$ cat src/rtl/core/slm_pkg.sv
package slm_pkg;

  // Default table depth and depth of the queue between front and back
  localparam int unsigned TABLE_ENTRIES_DEF = 64;
  localparam int unsigned QUEUE_DEPTH       = 2;

  // Event classes seen by the back end
  typedef enum logic [0:0] {
    OP_TX = 1'b0,
    OP_RX = 1'b1
  } op_t;

  // Input transaction as seen on the port
  typedef struct packed {
    logic        kind;
    logic [31:0] seq_number;
    logic [47:0] time_ns;
  } in_t;

  // Result transaction
  typedef struct packed {
    logic        matched;
    logic [47:0] delay_ns;
    logic        stored;
    logic        table_full;
    logic [63:0] delay_total;
    logic [31:0] match_total;
  } out_t;

  // Classified event held in the queue
  typedef struct packed {
    op_t         op;
    logic [31:0] seq_number;
    logic [47:0] time_ns;
  } q_item_t;

  // One table entry
  typedef struct packed {
    logic        valid;
    logic [31:0] key;
    logic [47:0] time_ns;
  } entry_t;

endpackage

$ cat src/rtl/core/slm_queue.sv
module slm_queue (
  input  logic            clk,
  input  logic            rst,
  input  logic            in_valid,
  output logic            in_stall,
  input  slm_pkg::in_t    in_data,
  output logic            q_valid,
  output slm_pkg::q_item_t q_item,
  input  logic            q_pop
);

  localparam int unsigned PW = (slm_pkg::QUEUE_DEPTH > 1) ? $clog2(slm_pkg::QUEUE_DEPTH) : 1;
  localparam int unsigned CW = $clog2(slm_pkg::QUEUE_DEPTH + 1);
  localparam logic [PW-1:0] PTR_LAST = PW'(slm_pkg::QUEUE_DEPTH - 1);
  localparam logic [CW-1:0] CNT_FULL = CW'(slm_pkg::QUEUE_DEPTH);

  slm_pkg::q_item_t items [slm_pkg::QUEUE_DEPTH];
  logic [PW-1:0]    wr_ptr;
  logic [PW-1:0]    rd_ptr;
  logic [CW-1:0]    count;
  logic             push;
  logic             pop;
  slm_pkg::q_item_t cls_item;

  assign in_stall = (count == CNT_FULL);
  assign push     = in_valid && !in_stall;
  assign q_valid  = (count != '0);
  assign pop      = q_pop && q_valid;
  assign q_item   = items[rd_ptr];

  // Classify the incoming event
  always_comb begin
    cls_item.op         = in_data.kind ? slm_pkg::OP_RX : slm_pkg::OP_TX;
    cls_item.seq_number = in_data.seq_number;
    cls_item.time_ns    = in_data.time_ns;
  end

  // Storage, no reset needed
  always_ff @(posedge clk) begin
    if (push) begin
      items[wr_ptr] <= cls_item;
    end
  end

  // Pointers and fill level
  always_ff @(posedge clk) begin
    if (rst) begin
      wr_ptr <= '0;
      rd_ptr <= '0;
      count  <= '0;
    end else begin
      if (push) begin
        wr_ptr <= (wr_ptr == PTR_LAST) ? '0 : wr_ptr + 1'b1;
      end
      if (pop) begin
        rd_ptr <= (rd_ptr == PTR_LAST) ? '0 : rd_ptr + 1'b1;
      end
      case ({push, pop})
        2'b10:   count <= count + 1'b1;
        2'b01:   count <= count - 1'b1;
        default: count <= count;
      endcase
    end
  end

endmodule

$ cat config.mk
export PLATFORM = sky130hd
export DESIGN_NAME = slm_queue
export DESIGN_NICKNAME = d
export VERILOG_FILES = /design/src/rtl/core/slm_pkg.sv /design/src/rtl/core/slm_queue.sv
export SDC_FILE = /design/constraint.sdc
export NUM_CORES = 1
export LEC_CHECK = 0
export BUFFER_PORTS_ARGS = -buffer_cell sky130_fd_sc_hd__buf_2
export CAP_MARGIN = 20
export CORE_UTILIZATION = 49
export CTS_BUF_LIST = sky130_fd_sc_hd__clkbuf_4
export DETAILED_ROUTE_END_ITERATION = 8
export HOLD_SLACK_MARGIN = 0.15
export PLACE_DENSITY = 0.83
export SETUP_SLACK_MARGIN = 0.02
export SYNTH_ARGS = -nofsm -noshare
export SYNTH_HDL_FRONTEND = slang
export SYNTH_SLANG_ARGS = --single-unit
export TNS_END_PERCENT = 1
$ cat constraint.sdc
create_clock -name clk -period 2.95 [get_ports clk]
set_clock_uncertainty 0.15 [all_clocks]
set_input_delay 0.1475 -clock clk [delete_from_list [all_inputs] [get_ports clk]]
set_output_delay 0.1475 -clock clk [all_outputs]
set_load 0.01 [all_outputs]
==> results, run 1 <==
- The proportion of synthesized flip-flops having asynchronous set or reset is 0%.
- Gates resized during post-CTS repair numbered 0.
- The die width is between 100 and 150 µm.
- The TritonCTS sink count is 167.
- The synthesized design spends more area on one cell type than any other, namely edfxtp_1.
- The register area share after synthesis is 82.1%.
- The die is 113 µm tall.
- In this run the number of H-tree levels came out at 4.
- The HPWL after detailed placement is 6.83 mm.
- In the synthesized netlist, the cells that appear most often are edfxtp_1, mux2_2, buf_2.
- TritonCTS created 17 clock buffers.
- The tool reported: "[ERROR RSZ-0060] Max buffer count reached".
- After detailed placement, the design holds a cell count of 587.
- Synthesis inferred 167 register bits.
- In the post-synthesis netlist, the cell with the most instances is edfxtp_1.
- The routability-driven placement congestion ratio is 0.731.
- The post-synth net total is 364.
- The Yosys step of the flow raised 0 warnings.
- Pin placement for this block handled 168 I/O pins.
- In the synthesized netlist the dominant register cell turns out to be edfxtp_1.
- In this run the deepest clock path goes through 2 buffers.
- Counting every instance in the synthesized netlist gives 278.
- The fraction of synthesized cell area taken by the top area cell type is 80.4%.
- After synthesis the cells add up to a little over 6000 µm².
- The flow did not finish.
- Yosys mapped a number of flops with a built-in enable equal to 162.
- The root buffer cell is clkbuf_4.
- The post-CTS setup buffer count is 0.
- Buffers placed on the I/O ports in this run total ~170.
- Dividing the synthesized area by the synthesized cell count gives 21.8 µm².
- Sorting the synthesized cells by area gives the leading types as edfxtp_1, mux2_2, dfxtp_1, buf_2, xnor2_1.
- The number of different library cells used by synthesis comes to 18.
- The number of hold buffers added after CTS was 125.
- The site row count is 40.
- For this configuration, the core starts out at a cell density of around half.
- The stage where the flow stopped is 4_1_cts.
-- logic make-up after synthesis --
kind of cell / count (synthesis) / synth area share, %
xor gates and xnor gates: 3 / 0.435
buffers and inverters: 12 / 0.931
adders and majority gates: 1 / 0.207
muxes: 81 / 15.1
DFF: 167 / 82.1
and+or+nand+nor: 9 / 0.807
AOI/OAI and AO/OA: 5 / 0.455
-- through the flow --
stage	TNS (ps)	instance area, µm²	setup slack [ps]
floorplan	-10280	6050	-127
global placement	0	7100	948
detailed placement	0	7100	881
==> run 2: changes to the inputs <==
- CORE_UTILIZATION: 49 -> 40
- CTS_BUF_LIST: sky130_fd_sc_hd__clkbuf_4 -> unset
- HOLD_SLACK_MARGIN: 0.15 -> unset
- PLACE_DENSITY: 0.83 -> unset
- PLACE_DENSITY_LB_ADDON: unset -> 0.15
- SETUP_SLACK_MARGIN: 0.02 -> unset
- clock period: 2.95 -> 3.84 ns (I/O delays scaled with it)
==> results, run 2 <==
- The number of max-slew violations in the final report was 0.
- The initial antenna violation count came to 0.
- The number of H-tree branching levels is 4 (unchanged).
- The wire length after detailed routing is approximately 11 mm.
- The routed via count divided by cell count is 4.63.
- The worst pin sits at a relative slew slack of 62.2%.
- The area of the core is 14600 µm².
- The worst hold path cell count is 4.
- The number of global-route vias before repair is 3689.
- The number of filler cells placed in the layout is 1162.
- The category of the worst setup path launch point is a register.
- The worst setup path is captured at a register.
- The height of the die is 125 µm (was 113 µm).
- The site row count is 44 (was 40).
- The post-synthesis adder-cell area fraction came to 0.207% (unchanged).
- The combinational family with the most area after synthesis is multiplexers (unchanged).
- Static timing analysis puts the maximum clock frequency at ~450 MHz.
- The register with the most flip-flops in the final layout is items.
- The worst ir drop on vdd is 308 µV.
- Overall power consumption after layout is estimated at 5.46 mW.
- The repair_antennas step left the layout with diodes totalling 0.
- The count of different cell masters after synthesis is 18 (unchanged).
- From synthesis to final layout, the design area changed by 41.9%.
- After clock tree synthesis, the clock-pin slew on the worst setup and hold paths is roughly 70 ps.
- Dividing the detail-routed wire length by the instance count gives 15.1 µm.
- The fraction of synthesized cell area taken by the top area cell type was 80.4% (unchanged).
- The detailed router finished its first iteration with 233 violations.
- The post-synth net total came to 364 (unchanged).
- The worst hold path begins at in_valid.
- The clock reaches the later pin of the worst-skew pair after 420 ps.
- Entering global routing, the biggest net connects 69 pins.
- The proportion of synthesized flip-flops having asynchronous set or reset is 0% (unchanged).
- The share of cell area taken by muxes after synthesis is 15.1% (unchanged).
- The fraction of final layout cells with drive strength greater than 1 is 52.3%.
- For this run, design rule violations remaining after detail routing come to 28.
- The number of input and output port buffers inserted is 167 (unchanged).
- The remaining antenna violation count is 0.
- Synth top cells by count: edfxtp_1, mux2_2, buf_2 (unchanged).
- The number of cells on the worst reg-to-reg path is 5.
- The non-filler instance count after layout is 738.
- The endpoint of the lowest-slack register-to-register path is items[0][44].
- The largest driver fanout on the critical path is 47.
- The number of flip-flops and latches in the synthesized netlist is 167 (unchanged).
- The path category of the worst min-delay check is primary input to register.
- TritonCTS built the clock tree.
- The worst hold path terminates at wr_ptr.
- The aggregate global-route resource usage is 15.2%.
- The count of pins on the block boundary came to 168 (unchanged).
- The post-CTS setup buffer count was 0 (unchanged).
- The final count of negative-setup-slack endpoints is 0.
- The static power due to leakage is 3.24 nW.
- Leaving out fill and tap cells, the most frequent cells in the layout are buf_2, edfxtp_1, dlygate4sd3_1.
- The total count of hold-check failures in the final report is 0.
- The effective utilization at floorplan is 41.3% (was 50.4%).
- The root buffer cell is clkbuf_16 (was clkbuf_4).
- The measured slew at the worst slew-check pin is approximately 570 ps.
- The category of the most critical setup path is register to register.
- The checks that failed: design-rule violations.
- The netlist area before placement was 6050 µm² (unchanged).
- The TritonCTS buffer count is 17 (unchanged).
- The most used flip-flop cell after synthesis is edfxtp_1 (unchanged).
- The post-synthesis share of cell area spent on and, or, nand and nor gates came to 0.807% (unchanged).
- The worst hold slack across all endpoints is 39.1 ps.
- The dominant cell type by area after synthesis was edfxtp_1 (unchanged).
- The first-pass GRT wire length is 18.0 mm.
- The power per cell area is 636 nW/µm².
- The register area share after synthesis came to 82.1% (unchanged).
- The count of flip-flops with a built-in enable after synthesis is 162 (unchanged).
- The placed instance count is 624 (was 587).
- The count of vias placed by the detailed router is approximately 3400.
- The data required time of the critical path is 3790 ps.
- The die width came to 125 µm (was 113 µm).
- Setup repair after global routing left no endpoint under its margin.
- In the final layout, the registers with the most flip-flops are items: 162 flops, count: 2 flops.
- The most numerous cell in the Yosys netlist is edfxtp_1 (unchanged).
- The maximum number of buffers from clock root to sink was 2 (unchanged).
- The number of max-cap violations is 0.
- The worst register-to-register path begins at count[0].
- The commonest non-fill, non-tap cell in the layout is buf_2.
- The number of gates given a new drive strength after cts is 0 (unchanged).
- The data arrival time of the critical path is 2180 ps.
- Cell types occupying the most area after synthesis: edfxtp_1, mux2_2, dfxtp_1, buf_2, xnor2_1 (unchanged).
- The setup slack of the worst register-to-register path is 1610 ps.
- Status: complete, but fails checks (was did not finish).
- The number of flip-flops under the largest register name is 162.
- The share of the synthesized area in compound gates (AO/OA/AOI/OAI) is 0.455% (unchanged).
- The die covers between 15000 and 20000 µm².
- The pre-antenna-repair detailed-routing pass consisted of 7 iterations.
- Summed over all layers, the global routing overflow is 0.
- The average size of a mapped cell came to 21.8 µm² (unchanged).
- The XOR/XNOR share of the synthesized area is 0.434% (unchanged).
- For the final routed database, the setup TNS stands at 0 ps.
- The yosys synthesis warning count is 0 (unchanged).
- The number of cells produced by synthesis is 278 (unchanged).
- The clock period could shrink to 2230 ps.
- The final layout contains 627 nets.
- The half-perimeter wire length of the detailed placement result was 6.58 mm (was 6.83 mm).
- The worst path uses 58.1% of the clock period.
- The total of hold buffers inserted after clock tree synthesis is 82 (was 125).
- The routability-driven placement congestion ratio came to 0.669 (was 0.731).
- The TritonCTS sink count is 167 (unchanged).
-- run 2: cell counts after synthesis --
No cell type changed its count.
-- run 2: layout make-up --
class	instances	area (µm²)	area share, %
clock inverter	14	174	2.03
sequential	167	4970	57.9
tap	184	230	2.68
timing repair buffer	253	1720	20.1
inverter	3	12.5	0.146
multi-input combinational	99	1030	12.0
clock buffer	18	439	5.12
-- run 2: kinds of logic (layout without fill, tap and decap cells) --
logic type | count (synthesis) | in the layout
AO/OA/AOI/OAI | 5 | 5
XOR/XNOR | 3 | 3
adder cells (fa/ha/maj) | 1 | 1
buffers and inverters | 12 | 288
flip-flops | 167 | 167
multiplexers | 81 | 81
AND/OR/NAND/NOR | 9 | 9
-- run 2: through the flow --
stage	util (%)	instance area, µm²	worst slack [ps]
floorplan	-	6050	762
global route	58.6	8580	1480
CTS	58.6	8580	1560
detailed placement	48.8	7150	1570
global placement	48.8	7150	1630
finish	58.6	8580	1610
-- run 2: how the worst max path moves through the flow --
stage / start / slack (ps) / to
detailed placement: count[0] / 1570 / items[0][47]
finish: count[0] / 1610 / items[0][44]
global placement: count[0] / 1630 / items[0][25]
CTS: count[0] / 1560 / items[0][80]
floorplan: count[0] / 760 / items[0][0]
global route: count[0] / 1480 / items[0][80]
-- run 2: critical path, cell delays in order, from the launching register on --
cell      delay [ps]
dfxtp_1          410
nand2b_2         170
inv_2             40
or3_1            340
clkinv_2         420
buf_12           350
-- run 2: layer usage --
layer / wire length (µm) / GRT usage (%)
met1: 4800 / 18.3
met2: 5340 / 24.4
met3: 839 / 5.65
met4: 195 / 7.10
met5: 0 / 0
-- run 2: power breakdown --
group          internal [mW]  switching [mW]
logic                  0.667           0.677
clock network           1.04           0.684
registers               2.30          0.0822
total                   4.01            1.44
Note: power is estimated with default switching activity, not from simulation.
==> run 3: changes to the inputs <==
- ABC_AREA: unset -> 1
- clock period: 3.84 -> 2.2 ns (I/O delays scaled with it)
==> results, run 3 <==
- The met1 wire length is 4.88 mm (was 4.80 mm).
- The CTS tree was built (unchanged).
- The number of H-tree branching levels came to 4 (unchanged).
- The register area share after synthesis came to 76.4% (was 82.1%).
- The register with the most flip-flops is items (unchanged).
- The average size of a mapped cell is 22.2 µm² (was 21.8 µm²).
- The pin count of the biggest net entering global routing was 67 (was 69).
- Ordered cell list for the critical path: buf_12 > mux2_4 > buf_2 (was nand2b_2 > inv_2 > or3_1 > clkinv_2 > buf_12).
- The number of gates given a new drive strength after cts came to 0 (unchanged).
- The normalized max-slew margin came to 72.9% (was 62.2%).
- The wire length after detailed routing is 11.7 mm (was 11.2 mm).
- The TritonCTS buffer count is 17 (unchanged).
- The final count of negative-setup-slack endpoints is 0 (unchanged).
- The effective utilization at floorplan is 40.9% (was 41.3%).
- The most numerous cell in the Yosys netlist is edfxtp_1 (unchanged).
- The non-filler instance count after layout was 788 (was 738).
- The die width came to 129 µm (was 125 µm).
- The number of flip-flops and latches in the synthesized netlist is 167 (unchanged).
- The die area is 16800 µm² (was 15600 µm²).
- The routed via count divided by cell count came to 4.38 (was 4.63).
- The first-iteration detailed-routing DRC count is 136 (was 233).
- The aggregate global-route resource usage is 14.7% (was 15.2%).
- RSZ-0062 raised after global routing: false (unchanged).
- The area of the core is 15900 µm² (was 14600 µm²).
- The post-synth net total came to 378 (was 364).
- The total power is 8.70 mW (was 5.46 mW).
- The number of flip-flops under the largest register name is 162 (unchanged).
- The worst stage delay on the critical path is 560 ps (was 420 ps).
- The fraction of power consumed by the clock network was 32.4% (was 31.7%).
- The commonest non-fill, non-tap cell in the layout is buf_2 (unchanged).
- The worst path in the final design needs a cycle of 2050 ps, including I/O delays and setup.
- The count of pins on the block boundary is 168 (unchanged).
- The largest driver fanout on the critical path is 35 (was 47).
- The power per cell area was 969 nW/µm² (was 636 nW/µm²).
- The site row count came to 46 (was 44).
- The cell internal power dissipation came to 6.56 mW (was 4.01 mW).
- The share of the clock period used by the worst path is 93.3%.
- The maximum number of buffers from clock root to sink is 2 (unchanged).
- The area growth from synthesis to layout is 38.2% (was 41.9%).
- The total DRC errors in the routed layout is 0 (was 28).
- The netlist area before placement is 6490 µm² (was 6050 µm²).
- The static power due to leakage is 3.55 nW (was 3.24 nW).
- Leading cell types in the layout, fill and taps excluded: buf_2, edfxtp_1, dlygate4sd3_1 (unchanged).
- The average wire per cell in the routed design is 14.8 µm (was 15.1 µm).
- The remaining antenna violation count is 0 (unchanged).
- Top Registers: items: 162 flops, count: 2 flops (unchanged).
- The CTS clock-pin slew for the worst setup and hold paths is 60 ps (was 70 ps).
- The routed wire length on met3 is 673 µm (was 839 µm).
- The TritonCTS sink count is 167 (unchanged).
- The data arrival time of the critical path is 1790 ps (was 2180 ps).
- Derived from the worst setup path, the maximum achievable clock frequency is 487 MHz.
- The measured slew at the worst slew-check pin is 405 ps (was 566 ps).
- The worst ir drop on vdd is 535 µV (was 308 µV).
- The number of max-slew violations in the final report was 0 (unchanged).
- The first-pass GRT wire length was 18.0 mm (about the same).
- The routed length on met2 is 5.91 mm (was 5.34 mm).
- The highest metal layer used by the detailed router is met4 (unchanged).
- The count of flip-flops with a built-in enable after synthesis was 162 (unchanged).
- The proportion of synthesized flip-flops having asynchronous set or reset was 0% (unchanged).
- The fraction of synthesized cell area taken by the top area cell type is 74.9% (was 80.4%).
- The category of the worst setup path launch point is a register (unchanged).
- The proportion of power drawn by flip-flops and latches is 46.2% (was 43.7%).
- The number of search-and-repair iterations in the first detailed-routing pass is 4 (was 7).
- The category of the most critical setup path is register to primary output (was register to register).
- Status: finished, final reports clean (was complete, but fails checks).
- The root buffer cell is clkbuf_16 (unchanged).
- The number of max-cap violations came to 0 (unchanged).
- Synth top cells by count: edfxtp_1, mux2_4, nor2_1 (was edfxtp_1, mux2_2, buf_2).
- The number of global-route vias before repair is 3672 (was 3689).
- The data required time of the critical path is 1940 ps (was 3790 ps).
- The share of total power consumed by net switching is 24.6% (was 26.4%).
- The most used flip-flop cell after synthesis is edfxtp_1 (unchanged).
- The standard cell with the maximum stage delay on the critical path is dfxtp_4 (was clkinv_2).
- The half-perimeter wire length of the detailed placement result came to 7.10 mm (was 6.58 mm).
- The placed instance count was 672 (was 624).
- The leftover overflow at the end of global routing came to 0 (unchanged).
- The kind of end point of the critical path is a primary output (was register).
- The dominant cell type by area after synthesis is edfxtp_1 (unchanged).
- The net count reported at finish is 645 (was 627).
- The count of different cell masters after synthesis was 13 (was 18).
- The later-pin clock latency in the skew report is 410 ps (was 420 ps).
- The number of inserted diodes was 0 (unchanged).
- The total count of hold-check failures in the final report is 0 (unchanged).
- The yosys synthesis warning count was 0 (unchanged).
- The number of filler cells placed in the layout is 1292 (was 1162).
- The path category of the worst min-delay check is primary input to register (unchanged).
- The combinational share of power was 21.4% (was 24.6%).
- The initial antenna violation count was 0 (unchanged).
- The height of the die is 129 µm (was 125 µm).
- The number of cells produced by synthesis is 292 (was 278).
- The count of vias placed by the detailed router is 3454 (was 3419).
- The routability-driven placement congestion ratio was 0.658 (was 0.669).
- The net load switching power came to 2.14 mW (was 1.44 mW).
- Cell types occupying the most area after synthesis: edfxtp_1, mux2_4, buf_12, dfxtp_1, nor2_1 (was edfxtp_1, mux2_2, dfxtp_1, buf_2, xnor2_1).
- The number of input and output port buffers inserted is 167 (unchanged).
- The fraction of final layout cells with drive strength greater than 1 is 50.9% (was 52.3%).
## run 3: metal layers
layer,GRT usage (%),vias up
met1,16.6,1665
met5,0,-
li1,-,1670
met2,25.2,105
met4,7.18,0
met3,4.54,14
## run 3: final cells by class
type                       count  area, µm²  area share [%]
timing repair buffer         257       1780            19.9
tap                          216        270            3.01
multi-input combinational    106       1350            15.0
clock inverter                12        129            1.44
inverter                      10       41.3           0.460
sequential                   167       4970            55.4
clock buffer                  20        437            4.86
## run 3: critical path: cells and delay by family (launching register included)
| kind | cells | cell delay (ps) |
|---|---|---|
| buffers and inverters | 2 | 450 |
| DFF | 1 | 560 |
| muxes | 1 | 330 |
## run 3: logic make-up after synthesis
| family | synth area share (%) |
|---|---|
| buffers and inverters | 3.22 |
| multiplexers | 18.7 |
| flip-flops | 76.4 |
| adder cells (fa/ha/maj) | 0.193 |
| AO/OA/AOI/OAI | 0.231 |
| AND/OR/NAND/NOR | 1.25 |
## run 3: path summary, 6_finish.rpt
path / start / cells past startpoint / endpoint / slack, ps
max reg2reg: count[1] / 6 / items[1][58] / 420
min: in_data[3] / 2 / items[0][3] / 270
max: register / 3 / q_item[75] / 150
min reg2reg: rd_ptr / 2 / rd_ptr / 350
## run 3: through the flow
step / utilization (%) / worst slack [ps] / hold WS, ps / cell area [µm²] / setup TNS [ps]
final: 56.5 / 147 / 265 / 8980 / 0
after global routing: 56.5 / 54.8 / 242 / 8980 / 0
after CTS: 56.5 / 102 / 238 / 8980 / 0
after detailed placement: 47.7 / 389 / 151 / 7570 / 0
after global placement: 47.7 / 445 / 148 / 7570 / 0
after floorplan: - / -171 / 58.9 / 6530 / -26860
## run 3: repair_timing
item,in CTS,in global routing
buffers inserted,0,0
endpoints found under the hold margin,167,0
hold buffers,84,0
## run 3: power by group through the flow
stage	clock network (mW)	logic [mW]	registers (mW)
after floorplan	0	1.30	4.04
after global placement	0	1.75	4.07
after CTS	2.91	1.89	4.02
after global routing	3.04	2.01	4.05
after detailed placement	0	1.77	4.09
final	2.82	1.86	4.02
